[src/rtl/core/vftl_pkg.sv]
package vftl_pkg;

    // Field and arithmetic widths.
    localparam int POS_W      = 32;
    localparam int VAL_W      = 32;
    localparam int GAIN_W     = 24;
    localparam int IDX_W      = 6;
    localparam int FRAC_W     = 17;
    localparam int MUL_A_W    = 34;
    localparam int MUL_B_W    = 25;
    localparam int MUL_P_W    = MUL_A_W + MUL_B_W;
    localparam int DIV_Q_W    = 23;
    localparam int DIV_DEN_W  = 32;
    localparam int DIV_NUM_W  = DIV_DEN_W + DIV_Q_W - 1;
    localparam int CFG_ADDR_W = 3;
    localparam int CFG_DATA_W = 32;

    // Operation codes of an input word.
    localparam logic OP_WRITE = 1'b0;
    localparam logic OP_QUERY = 1'b1;

    // Configuration register indexes.
    localparam logic [CFG_ADDR_W-1:0] REG_MIN_X    = 3'd0;
    localparam logic [CFG_ADDR_W-1:0] REG_MIN_Y    = 3'd1;
    localparam logic [CFG_ADDR_W-1:0] REG_MIN_Z    = 3'd2;
    localparam logic [CFG_ADDR_W-1:0] REG_MAX_X    = 3'd3;
    localparam logic [CFG_ADDR_W-1:0] REG_MAX_Y    = 3'd4;
    localparam logic [CFG_ADDR_W-1:0] REG_MAX_Z    = 3'd5;
    localparam logic [CFG_ADDR_W-1:0] REG_OFFSET_Z = 3'd6;
    localparam logic [CFG_ADDR_W-1:0] REG_GAIN     = 3'd7;

    typedef enum logic [3:0] {
        S_IDLE,
        S_CHECK,
        S_MUL,
        S_MULW,
        S_DIV,
        S_READ,
        S_LOAD,
        S_LERP,
        S_LERPW,
        S_SCALE,
        S_SCALEW,
        S_OUT
    } t_state;

    typedef struct packed {
        logic                    op;
        logic [IDX_W-1:0]        grid_ix;
        logic [IDX_W-1:0]        grid_iy;
        logic [IDX_W-1:0]        grid_iz;
        logic signed [VAL_W-1:0] entry_bx;
        logic signed [VAL_W-1:0] entry_by;
        logic signed [VAL_W-1:0] entry_bz;
        logic signed [POS_W-1:0] pos_x;
        logic signed [POS_W-1:0] pos_y;
        logic signed [POS_W-1:0] pos_z;
    } t_in_word;

    typedef struct packed {
        logic signed [VAL_W-1:0] field_x;
        logic signed [VAL_W-1:0] field_y;
        logic signed [VAL_W-1:0] field_z;
        logic                    inside_region;
    } t_out_word;

    // Divider request and response.
    typedef struct packed {
        logic                 start;
        logic [DIV_NUM_W-1:0] num;
        logic [DIV_DEN_W-1:0] den;
    } t_div_req;

    typedef struct packed {
        logic               done;
        logic [DIV_Q_W-1:0] quot;
    } t_div_rsp;

endpackage

[src/rtl/core/vftl_mul.sv]
module vftl_mul
    import vftl_pkg::*;
(
    input  logic                      i_clk,
    input  logic signed [MUL_A_W-1:0] i_a,
    input  logic signed [MUL_B_W-1:0] i_b,
    output logic signed [MUL_P_W-1:0] o_p
);

    logic signed [MUL_P_W-1:0] r_p;

    // Shared signed multiplier with a registered product.
    always_ff @(posedge i_clk) begin
        r_p <= MUL_P_W'(i_a) * MUL_P_W'(i_b);
    end

    assign o_p = r_p;

endmodule

[config.mk]
export PLATFORM = sky130hd
export DESIGN_NAME = vftl_mul
export DESIGN_NICKNAME = d
export VERILOG_FILES = /design/src/rtl/core/vftl_pkg.sv /design/src/rtl/core/vftl_mul.sv
export SDC_FILE = /design/constraint.sdc
export NUM_CORES = 2
export LEC_CHECK = 0
export BUFFER_PORTS_ARGS = -buffer_cell sky130_fd_sc_hd__buf_2
export CORE_ASPECT_RATIO = 1.75
export CORE_MARGIN = 1.5
export CORE_UTILIZATION = 28
export CTS_BUF_LIST = sky130_fd_sc_hd__clkbuf_8
export DETAILED_ROUTE_END_ITERATION = 8
export GPL_ROUTABILITY_DRIVEN = 0
export GPL_TIMING_DRIVEN = 0
export REMOVE_ABC_BUFFERS = 1
export SYNTH_ARGS = -nofsm -noshare
export SYNTH_HDL_FRONTEND = slang
export SYNTH_SLANG_ARGS = --single-unit
export TNS_END_PERCENT = 1
[constraint.sdc]
create_clock -name i_clk -period 7.3 [get_ports i_clk]
set_clock_uncertainty 0.05 [all_clocks]
set_input_delay 0.73 -clock i_clk [delete_from_list [all_inputs] [get_ports i_clk]]
set_output_delay 0.73 -clock i_clk [all_outputs]
set_load 0.01 [all_outputs]
* Yosys cells after proc, flatten, opt, wreduce, memory -nomap -nowiden *
Cells that the tools add are included.

cells by class
  multiply operators = 1
  multiplexer cells = 0
  div/mod/pow operators = 0
  $add $sub $neg = 0
  reductions and logical operators = 0
  equal/unequal tests = 0
  magnitude comparators = 0
  bitwise logic cells = 0
  shift operators = 0

operator list
  kind              count
  $mul A34 B25 Y59  1

storage, ports and cells
  memory bits (read-only) = 0
  RAM bits = 0
  bits in latches = 0
  bits in registers = 59
  input bits = 60
  word-level logic and storage cells = 2
  output and inout bits = 59
  memories = 0

* Longest topological paths before layout *
  depth after elaboration = 1
  mapped depth = 27

* Worst setup path before layout *
Ideal clock, no wire load.

  kind = input port to flip-flop
  from = input port i_a[33]
  to = register r_p[56] (netlist: o_p[56])
  required time = 7178 ps
  slack = 369 ps
  data arrival time = 6809 ps
  stages on the path = 23
  cell sequence = clkbuf_1 nand2_1 inv_1 fa_1 fa_1 inv_1 fa_1 inv_1 fa_1 fa_1 fa_1 inv_1 fa_1 inv_1 ha_1 clkbuf_1 a21oi_1 o21ai_0 or3_1 nor3_2 o31ai_4 a221oi_2 xnor2_1

on the way
  cells in the longest elaborated chain, start to end = 1

ends and longest elaborated chain
  item                  RTL line        text
  start, declared       vftl_mul.sv:5   input logic signed [MUL_A_W-1:0] i_a,
  $mul A34 B25 Y59      vftl_mul.sv:14  r_p <= MUL_P_W'(i_a) * MUL_P_W'(i_b);
  end signal, assigned  vftl_mul.sv:14
  end, declared         vftl_mul.sv:10  logic signed [MUL_P_W-1:0] r_p;

No other way between the ends.

* Worst setup path after layout *
  from = input port i_b[6]
  to = register r_p[58] (netlist: o_p[58])

on the way
  cells in the longest elaborated chain, start to end = 1

ends and longest elaborated chain
  item              RTL line        text
  start, declared   vftl_mul.sv:6   input logic signed [MUL_B_W-1:0] i_b,
  $mul A34 B25 Y59  vftl_mul.sv:14

No other way between the ends.

==> impl_metrics.csv <==
group,metric,value,unit
layout,final_cell_mix,"fa_1 (860), inv_1 (809), nand2_1 (430)",
cts,clock-root-buffer,"clkbuf_8",
cts,path_clk_slew,0.08,ns
logic_synthesis,synth_ff_type,"dfxtp_1",
global_route,grt_overflow_total,0,
route,wl_per_cell,19.1,µm
cts,cts_buffer_depth,2,
logic_synthesis,synth_top_family_by_area,"adder cells",
layout,final_common_cell,"fa_1",
cts,htree_levels,3,
logic_synthesis,yosysWarnings,0,
route,drc,0,
setup_path,cp_num_buf_inv,6,
logic_synthesis,synthCells,3272,
sta,rsz0062_at_grt,"true",
layout,nets,4329,
logic_synthesis,syn_area_per_cell,9.45,µm²
setup_path,crit_cells,23,
min_path,hold_start,"i_b[1]",
route,post_drt_via_cell_ratio,4.67,
logic_synthesis,synthXorXnorAreaFrac,1.90,%
setup_path,worstPathCellList,"buf_6 > nand2_1 > fa_1 > inv_1 > fa_1 > inv_1 > fa_1 > fa_1 > inv_1 > fa_1 > fa_1 > inv_1 > fa_1 > inv_1 > ha_1 > and3_4 > and2_1 > nand3_1 > nor4_2 > o211ai_1 > a31oi_2 > o211ai_1 > a22o_1",
min_path,hold_class,"in2reg",
layout,syn2layout_area_growth,8.31,%
cts,cts_tree,"done",
logic_synthesis,synth_seq_area_share,3.82,%
sta,slew_viol_final,0,
logic_synthesis,synthMuxAreaShare,0.0364,%
die,rows,161,
sta,tightest_slew,0.718,ns
global_route,grt_pass1_vias,24960,
sta,setup_slack,0.134,ns
die,die_w,254,µm
die,ios,119,
placement,hpwl,71.6,mm
logic_synthesis,ys_types,65,
min_path,min_to,"o_p[1]$_DFF_P_",
global_route,grt_util_all_layers,16.8,%
setup_path,cp-start-kind,"input port",
logic_synthesis,synthArstFlopShare,0,%
sta,setup_viol,0,
sta,slew_headroom,52.1,%
placement,placed_area,32700,µm²
logic_synthesis,ys_ff_latch,59,
setup_path,worstPathRequired,7.55,ns
setup_path,arrival,7.42,ns
logic_synthesis,synthAdderAreaFrac,62.4,%
setup_path,path_common_cell,"fa_1",
cts,cts_made_buffers,9,
route,drt_iter0_drc,841,
placement,portBuffers,118,
run_status,status,"finished, final reports clean",
global_route,antenna_found_initial,5,
sta,hold_viol,0,
setup_path,worst_path_max_delay_cell,"fa_1",
layout,largest_reg_flops,59,
sta,fin_crit_sh,98.2,%
cts,clock-sinks,59,
layout,design_area,33500,µm²
route,routed_wl,90.2,mm
run,maxCapViolations,0,
global_route,grt_pass1_wl,141,mm
setup_path,critical_path.top_delay_family,"adder cells",
min_path,whs_path_depth,3,
route,via_count,22024,
layout,drive_gt1_share,5.94,%
route,drt-pass1-iter-count,5,
setup_path,max_stage_delay,0.54,ns
setup_path,worstSetupEndpointType,"flip-flop",
die,core_area,110000,µm²
die,dieArea,113000,µm²
sta,clock.fmax,140,MHz
setup_path,criticalPathCategory,"in2reg",
die,start_util,28.2,%
logic_synthesis,synthSimpleGateAreaFrac,16.1,%
placement,post-place-ws,-1.36,ns
die,die_y,443,µm
logic_synthesis,synth_edf_count,0,
route,ant_nets,0,
global_route,grt_max_degree,36,
sta,hold_ws,0.762,ns
sta,fin_crit,7.17,ns
logic_synthesis,syn_area,30900,µm²
logic_synthesis,synth_compound_area_share,3.88,%
setup_path,crit_fanout,34,
==> through the flow <==
stage               utilization, %  cells  setup TNS [ns]
detailed placement            29.8   4695          -29.91
finish                        30.5   4718               0
global placement              29.8   4695          -28.78
CTS                           30.2   4711               0
floorplan                        -   3110               0
global route                  30.5   4718         -0.0877
==> cells by family after synthesis <==
kind of cell / Yosys count
AO/OA/AOI/OAI: 173
AND/OR/NAND/NOR: 975
multiplexers: 1
buffers and inverters: 973
adder cells (fa/ha/maj): 1024
XOR/XNOR: 67
flip-flops: 59
==> worst max-delay path by stage <==
stage / slack, ns / to / startpoint
after global routing: -0.03 / o_p[53]$_DFF_P_ / i_b[1]
after detailed placement: -1.36 / o_p[52]$_DFF_P_ / i_b[4]
final: 0.13 / o_p[58]$_DFF_P_ / i_b[6]
after global placement: -1.39 / o_p[52]$_DFF_P_ / i_b[4]
after floorplan: 0.64 / o_p[56]$_DFF_P_ / i_b[1]
after CTS: 0.002 / o_p[52]$_DFF_P_ / i_b[20]
==> area by class of cell <==
class / count / area, µm²
timing repair buffer: 124 / 976
sequential: 59 / 1180
antenna: 1 / 2.50
tap: 1467 / 1840
multi-input combinational: 2240 / 26300
fill: 11484 / 76300
clock inverter: 6 / 41.3
inverter: 811 / 3050
clock buffer: 10 / 138
==> synth_stat cells (all sizes together), types with 13 or more instances <==
| master | number | area (µm²) |
|---|---|---|
| a21oi | 57 | 289 |
| dfxtp | 59 | 1180 |
| o21ai | 24 | 120 |
| clkbuf | 157 | 589 |
| xnor2 | 52 | 455 |
| a21o | 22 | 165 |
| fa | 865 | 17300 |
| and2 | 425 | 2660 |
| and3 | 14 | 87.6 |
| xor2 | 15 | 131 |
| nand2 | 431 | 1620 |
| nor2b | 31 | 194 |
| inv | 811 | 3040 |
| o21bai | 13 | 97.6 |
| ha | 159 | 1990 |
| nor2 | 25 | 96.4 |
==> metal layers <==
layer,track usage (%),share of wire (%)
met3,2.07,4.3
met2,33.0,58
met5,0,0.011
met4,9.33,6.4
met1,16.5,32
==> timing repair <==
action | in CTS | in global routing
setup buffers | 0 | 6
pin swaps | 1 | 11
resized for setup | 86 | 63
setup endpoints to repair | 29 | 14
hold buffers | 0 | 0
Power is not shown: default switching activity piles up to over one toggle a cycle in this logic, so the estimate is an artifact.
