`config.mk`:
```
export PLATFORM = sky130hd
export DESIGN_NAME = vftl_div
export DESIGN_NICKNAME = d
export VERILOG_FILES = /design/src/rtl/core/vftl_pkg.sv /design/src/rtl/core/vftl_div.sv
export SDC_FILE = /design/constraint.sdc
export NUM_CORES = 1
export LEC_CHECK = 0
export BUFFER_PORTS_ARGS = -buffer_cell sky130_fd_sc_hd__buf_2
export CAP_MARGIN = 20
export CORE_ASPECT_RATIO = 1.1
export CORE_UTILIZATION = 50
export DETAILED_ROUTE_END_ITERATION = 12
export PLACE_DENSITY = 0.8
export SETUP_SLACK_MARGIN = 0.02
export SLEW_MARGIN = 40
export SYNTH_ARGS = -nofsm -noshare
export SYNTH_HDL_FRONTEND = slang
export SYNTH_SLANG_ARGS = --single-unit
```
`constraint.sdc`:
```
create_clock -name i_clk -period 3.9 [get_ports i_clk]
set_input_delay 0.78 -clock i_clk [delete_from_list [all_inputs] [get_ports i_clk]]
set_output_delay 0.78 -clock i_clk [all_outputs]
set_load 0.005 [all_outputs]
```
`src/rtl/core/vftl_pkg.sv`:
```
package vftl_pkg;

    // Field and arithmetic widths.
    localparam int POS_W      = 32;
    localparam int VAL_W      = 32;
    localparam int GAIN_W     = 24;
    localparam int IDX_W      = 6;
    localparam int FRAC_W     = 17;
    localparam int MUL_A_W    = 34;
    localparam int MUL_B_W    = 25;
    localparam int MUL_P_W    = MUL_A_W + MUL_B_W;
    localparam int DIV_Q_W    = 23;
    localparam int DIV_DEN_W  = 32;
    localparam int DIV_NUM_W  = DIV_DEN_W + DIV_Q_W - 1;
    localparam int CFG_ADDR_W = 3;
    localparam int CFG_DATA_W = 32;

    // Operation codes of an input word.
    localparam logic OP_WRITE = 1'b0;
    localparam logic OP_QUERY = 1'b1;

    // Configuration register indexes.
    localparam logic [CFG_ADDR_W-1:0] REG_MIN_X    = 3'd0;
    localparam logic [CFG_ADDR_W-1:0] REG_MIN_Y    = 3'd1;
    localparam logic [CFG_ADDR_W-1:0] REG_MIN_Z    = 3'd2;
    localparam logic [CFG_ADDR_W-1:0] REG_MAX_X    = 3'd3;
    localparam logic [CFG_ADDR_W-1:0] REG_MAX_Y    = 3'd4;
    localparam logic [CFG_ADDR_W-1:0] REG_MAX_Z    = 3'd5;
    localparam logic [CFG_ADDR_W-1:0] REG_OFFSET_Z = 3'd6;
    localparam logic [CFG_ADDR_W-1:0] REG_GAIN     = 3'd7;

    typedef enum logic [3:0] {
        S_IDLE,
        S_CHECK,
        S_MUL,
        S_MULW,
        S_DIV,
        S_READ,
        S_LOAD,
        S_LERP,
        S_LERPW,
        S_SCALE,
        S_SCALEW,
        S_OUT
    } t_state;

    typedef struct packed {
        logic                    op;
        logic [IDX_W-1:0]        grid_ix;
        logic [IDX_W-1:0]        grid_iy;
        logic [IDX_W-1:0]        grid_iz;
        logic signed [VAL_W-1:0] entry_bx;
        logic signed [VAL_W-1:0] entry_by;
        logic signed [VAL_W-1:0] entry_bz;
        logic signed [POS_W-1:0] pos_x;
        logic signed [POS_W-1:0] pos_y;
        logic signed [POS_W-1:0] pos_z;
    } t_in_word;

    typedef struct packed {
        logic signed [VAL_W-1:0] field_x;
        logic signed [VAL_W-1:0] field_y;
        logic signed [VAL_W-1:0] field_z;
        logic                    inside_region;
    } t_out_word;

    // Divider request and response.
    typedef struct packed {
        logic                 start;
        logic [DIV_NUM_W-1:0] num;
        logic [DIV_DEN_W-1:0] den;
    } t_div_req;

    typedef struct packed {
        logic               done;
        logic [DIV_Q_W-1:0] quot;
    } t_div_rsp;

endpackage

```
`src/rtl/core/vftl_div.sv`:
```
module vftl_div
    import vftl_pkg::*;
(
    input  logic     i_clk,
    input  logic     i_rst_n,
    input  t_div_req i_req,
    output t_div_rsp o_rsp
);

    localparam int CNT_W = $clog2(DIV_Q_W + 1);

    logic                 r_busy;
    logic                 r_done;
    logic [CNT_W-1:0]     r_cnt;
    logic [DIV_DEN_W-1:0] r_rem;
    logic [DIV_DEN_W-1:0] r_den;
    logic [DIV_Q_W-1:0]   r_low;
    logic [DIV_Q_W-1:0]   r_q;
    logic                 r_den_nz;
    logic [DIV_DEN_W:0]   trial;
    logic                 fits;

    // One restoring step: shift in the next numerator bit and try the divisor.
    assign trial = {r_rem, r_low[DIV_Q_W-1]};
    assign fits  = (trial >= {1'b0, r_den});

    // Sequencing of the iterations.
    always_ff @(posedge i_clk) begin
        if (!i_rst_n) begin
            r_busy <= 1'b0;
            r_done <= 1'b0;
            r_cnt  <= '0;
        end else begin
            r_done <= 1'b0;
            if (i_req.start) begin
                r_busy <= 1'b1;
                r_cnt  <= CNT_W'(DIV_Q_W);
            end else if (r_busy) begin
                r_cnt <= r_cnt - 1'b1;
                if (r_cnt == CNT_W'(1)) begin
                    r_busy <= 1'b0;
                    r_done <= 1'b1;
                end
            end
        end
    end

    // The quotient is known to fit, so the high numerator bits start below the divisor.
    always_ff @(posedge i_clk) begin
        if (i_req.start) begin
            r_rem    <= {1'b0, i_req.num[DIV_NUM_W-1:DIV_Q_W]};
            r_low    <= i_req.num[DIV_Q_W-1:0];
            r_den    <= i_req.den;
            r_den_nz <= (i_req.den != '0);
            r_q      <= '0;
        end else if (r_busy) begin
            r_rem <= fits ? DIV_DEN_W'(trial - {1'b0, r_den}) : trial[DIV_DEN_W-1:0];
            r_low <= {r_low[DIV_Q_W-2:0], 1'b0};
            r_q   <= {r_q[DIV_Q_W-2:0], fits};
        end
    end

    // An empty span yields a zero quotient.
    assign o_rsp.done = r_done;
    assign o_rsp.quot = r_den_nz ? r_q : '0;

endmodule

```
# After elaboration in Yosys (flattened, before gate mapping)
# Cells that the tools add are included.
# classes
shift	0
addsub	2
order_cmp	1
n_mux	12
eq_ne	1
div	0
n_reduce_logical	4
multipliers	0
bitwise	2
# ops
op	n
$mux W23	3
$mux W31	2
$ge A33 B32 Y1	1
$mux W32	1
$reduce_bool A32 Y1	1
$sub A32 B32 Y32	1
$mux W5	2
$eq A5 B1 Y1 const B	1
$sub A5 B1 Y5 const B	1
$mux W1	4
$reduce_or A3 Y1	1
$not A1 Y1	2
$reduce_bool A2 Y1	1
$reduce_or A2 Y1	1
# word_totals
word_cells	32
memories	0
mem_bits_ro	0
ramBits	0
regBits	118
out_inout_bits	24
input_bits	89
latch_bits	0

# Longest topological paths before layout
# logic_depth
depth_word	4
ltp_mapped	13

# Worst setup path before layout
# No wires, ideal clock.
# synth_timing
path_kind	reg2reg
start	register r_low[22]
end	register r_rem[22], data pin
path_stages_with_launch	13
path_buffers	0
t_arrival_ns	2.511
slack_ns	1.133
setup_time_ns	0.256
synth_period_minus_slack_ns	2.767
t_required_ns	3.644
path_cell_list	edfxtp_1 > inv_1 > ha_1 > inv_1 > fa_1 > a21o_1 > a311oi_1 > nor3_1 > o21a_1 > o41a_1 > o22ai_1 > mux2i_1 > nor3_1
# synth_via
elab_chain_len	4
# synth_lines
item	line	source
start: declaration	vftl_div.sv:17	logic [DIV_Q_W-1:0] r_low;
start signal: assignment	vftl_div.sv:52	r_low <= i_req.num[DIV_Q_W-1:0];
start signal: assignment	vftl_div.sv:58	r_low <= {r_low[DIV_Q_W-2:0], 1'b0};
$sub A32 B32 Y32 or $ge A33 B32 Y1 (tied branches)	vftl_div.sv:57, vftl_div.sv:25	
$mux W32 *	vftl_div.sv:57	r_rem <= fits ? DIV_DEN_W'(trial - {1'b0, r_den}) : trial[DIV_DEN_W-1:0];
$mux W31 *	vftl_div.sv:56	end else if (r_busy) begin
$mux W31 *	vftl_div.sv:50	if (i_req.start) begin
end signal: assignment	vftl_div.sv:51	r_rem <= {1'b0, i_req.num[DIV_NUM_W-1:DIV_Q_W]};
end signal: assignment	vftl_div.sv:57	
end: declaration	vftl_div.sv:15	logic [DIV_DEN_W-1:0] r_rem;
# Mark *: on every way between the ends. The rest lies on a longest branch, timed or not. The select of a mux whose other input is x is not followed.
# A chain may end at the register's enable or synchronous reset.

# Worst setup path after layout
# layout_timing
start	register r_rem[8]
end	register r_rem[25], data pin
# layout_via
elab_chain_len	4
# layout_lines
item	line
$sub A32 B32 Y32 or $ge A33 B32 Y1 (tied branches)	vftl_div.sv:57, vftl_div.sv:25
$mux W32 *	vftl_div.sv:57
$mux W31 *	vftl_div.sv:56
$mux W31 *	vftl_div.sv:50
# Marks and branches as above.

==> metrics <==
Post-synth EDFFs 87; Multi-input gate area 3240 sq um; clk root buf clkbuf_16; Achievable Freq 0.289 GHz; skew final 0.00825 ns; final WL 15.5 mm; Max VDD drop 360 uV; Die Area 14000 sq um; Final Critical Period 3.47 ns; Synth Flop Type edfxtp_1; Synth area leader edfxtp_1; CP Capture Type flip-flop; RSZ-0062 raised after global routing false; Post-Syn Area per Cell 10.3 sq um; final period utilization about nine tenths; clock tree buffer depth 2; nets 885; initial DRC count approximately 340; Setup TNS Final 0 ns; Starting Density 51.4%; Top Usage Layer GRT met2; postcts setup bufs 0; cts bufs inserted 17; critical path class reg2reg; chip width 113 um; post_cts resized 0; CTS tree yes; yosys warns 0; Max Cap Viol 0; WL per Instance about 17 um; Final Hold Slack 0.483 ns; layout cell share with drive strength beyond 1 24.7%; fin area 8020 sq um; CP Max Fanout 22; syn nets between 700 and 800; DRC 0; global-route wire length before repair 25.3 mm; Synth area leaders edfxtp_1, dfxtp_1, ha_1, mux2_2, nor2_1; # IOs 113; Register Area approximately 3200 sq um; via count approximately 5400; Yosys top cell area share between 30 and 40%; fraction of registers with async set/reset 0%; Seq/Total Area, Yosys 47.6%; core area 13200 sq um; worst rel slew slack between 50% and 60%; crit path launch type flip-flop; Slew @ Worst Pin a little over 0.7 ns; met2 usage 37.4%; Worst Path Required 4.04 ns; vias in the first global route 5315; Overflow after GRT 0; Area Overhead vs Synth 18.1%; Clk pin slew, worst setup/hold paths 0.06 ns; antenna cells 0; gpl congestion 0.901; 1st-pass router iterations 5; GRT met3 Usage 6.45%; largest net degree at the start of global routing 63; htree depth 4; die extent in y ~120 um; Rows 44; Total GRT Usage a little under a quarter; Power Density slightly below 600 nW/um^2; placed inst area 7430 sq um; met1 global-route usage between 20% and 30%; Synth Register Bits 118; Final Hold Viols 0; status complete, no violations; Vias/cell 5.73; I/O Buffers 112; synth unique cells 69; cells after synthesis 659; synthesized area 6790 sq um; endpoints failing setup 0; min-delay worst type reg2reg; clk_lat worst skew 0.42 ns; Post-DRT Antenna Nets 0; Layout fillers between 1000 and 1500; antenna violations before repair 0; WP data arrival between 3 and 4 ns; hold_buf cts 0; post-DP HPWL ~11 mm; LEAKAGE 3.45 nW; max-slew violations 0; clk sink count between 100 and 150
==> Yosys cell counts (all sizes together) (3+ instances only) <==
master,instances
a211oi,4
a21boi,6
a21o,18
a21oi,28
a2bb2oi,4
a31oi,29
and2,26
and3,6
buf,10
clkbuf,23
dfxtp,31
edfxtp,87
ha,34
inv,40
mux2,23
mux2i,24
nand2,51
nand2b,6
nand3,10
nand4,10
nor2,69
nor3,14
nor4,11
nor4b,3
o21ai,21
o21bai,3
o31ai,4
or2,6
or3,4
xnor2,15
xor2,10
==> worst paths after layout <==
| kind | start | end | slack [ns] | cells past startpoint |
|---|---|---|---|---|
| hold / removal | r_q[22]$_SDFFE_PP0P_ | r_q[22]$_SDFFE_PP0P_ | 0.48 | 2 |
| setup / recovery | r_rem[8]$_DFFE_PP_ | r_rem[25]$_DFFE_PP_ | 0.43 | 10 |
| hold reg to reg | r_q[22]$_SDFFE_PP0P_ | r_q[22]$_SDFFE_PP0P_ | 0.48 | 2 |
| setup reg to reg | r_rem[8]$_DFFE_PP_ | r_rem[25]$_DFFE_PP_ | 0.43 | 10 |
==> registers in the layout, summed over array words and instances, names as in the netlist <==
register / count
r_den: 32
r_rem: 32
r_low: 23
r_q: 23
r_cnt: 5
r_busy: 1
r_den_nz: 1
r_done: 1
==> area by class of cell <==
type | count | share of cell area, %
timing repair buffer | 116 | 7.55
clock buffer | 19 | 5.93
sequential | 118 | 40.4
inverter | 40 | 1.89
multi-input combinational | 468 | 40.4
tap | 161 | 2.51
clock inverter | 13 | 1.30
==> layout by cell type, fill, tap and decap left out, types with 23 or more instances in the layout <==
| master | n |
|---|---|
| a21oi_1 | 27 |
| a31oi_1 | 28 |
| and2_1 | 26 |
| buf_2 | 111 |
| dfxtp_1 | 30 |
| edfxtp_1 | 87 |
| ha_1 | 34 |
| inv_1 | 39 |
| mux2_2 | 23 |
| mux2i_1 | 24 |
| nand2_1 | 51 |
| nor2_1 | 68 |
==> layer usage <==
layer / part of all wire [%] / up-vias
met5: 0 / -
met4: 2.8 / 0
met3: 5.8 / 34
met2: 48 / 177
met1: 43 / 2528
li1: - / 2621
==> per-stage QoR <==
| stage | worst slack (ns) | power [mW] | std cells | util (%) |
|---|---|---|---|---|
| CTS | 0.448 | 4.70 | 935 | 60.7 |
| detailed placement | 0.477 | 3.17 | 903 | 56.3 |
| finish | 0.434 | 4.69 | 935 | 60.7 |
| floorplan | 1.13 | 2.85 | 659 | - |
| global placement | 0.529 | 3.13 | 903 | 56.3 |
| global route | 0.196 | 4.96 | 935 | 60.7 |
==> cell families after synthesis <==
group	count (synthesis)	synth area share [%]
simple gates	220	16.0
compound gates	141	14.7
flops	118	47.6
buf+inv	73	4.59
mux	47	7.35
fa+ha+maj	35	6.56
xor+xnor	25	3.23
==> worst max-delay path: stages (launching register included) <==
cell	delay, ns
edfxtp_1	0.42
ha_1	0.38
and3_1	0.22
a221oi_1	0.55
o31ai_2	0.18
o2111ai_4	0.25
a31oi_4	0.18
nor2_4	0.49
buf_4	0.31
or3_1	0.13
a31oi_1	0.08
==> where the power goes <==
part | total (mW) | switching, mW | internal [mW]
registers | 1.65 | 0.0945 | 1.55
clock network | 1.51 | 0.607 | 0.903
logic | 1.54 | 0.918 | 0.620
total | 4.69 | 1.62 | 3.07
(Power assumes the default switching activity.)
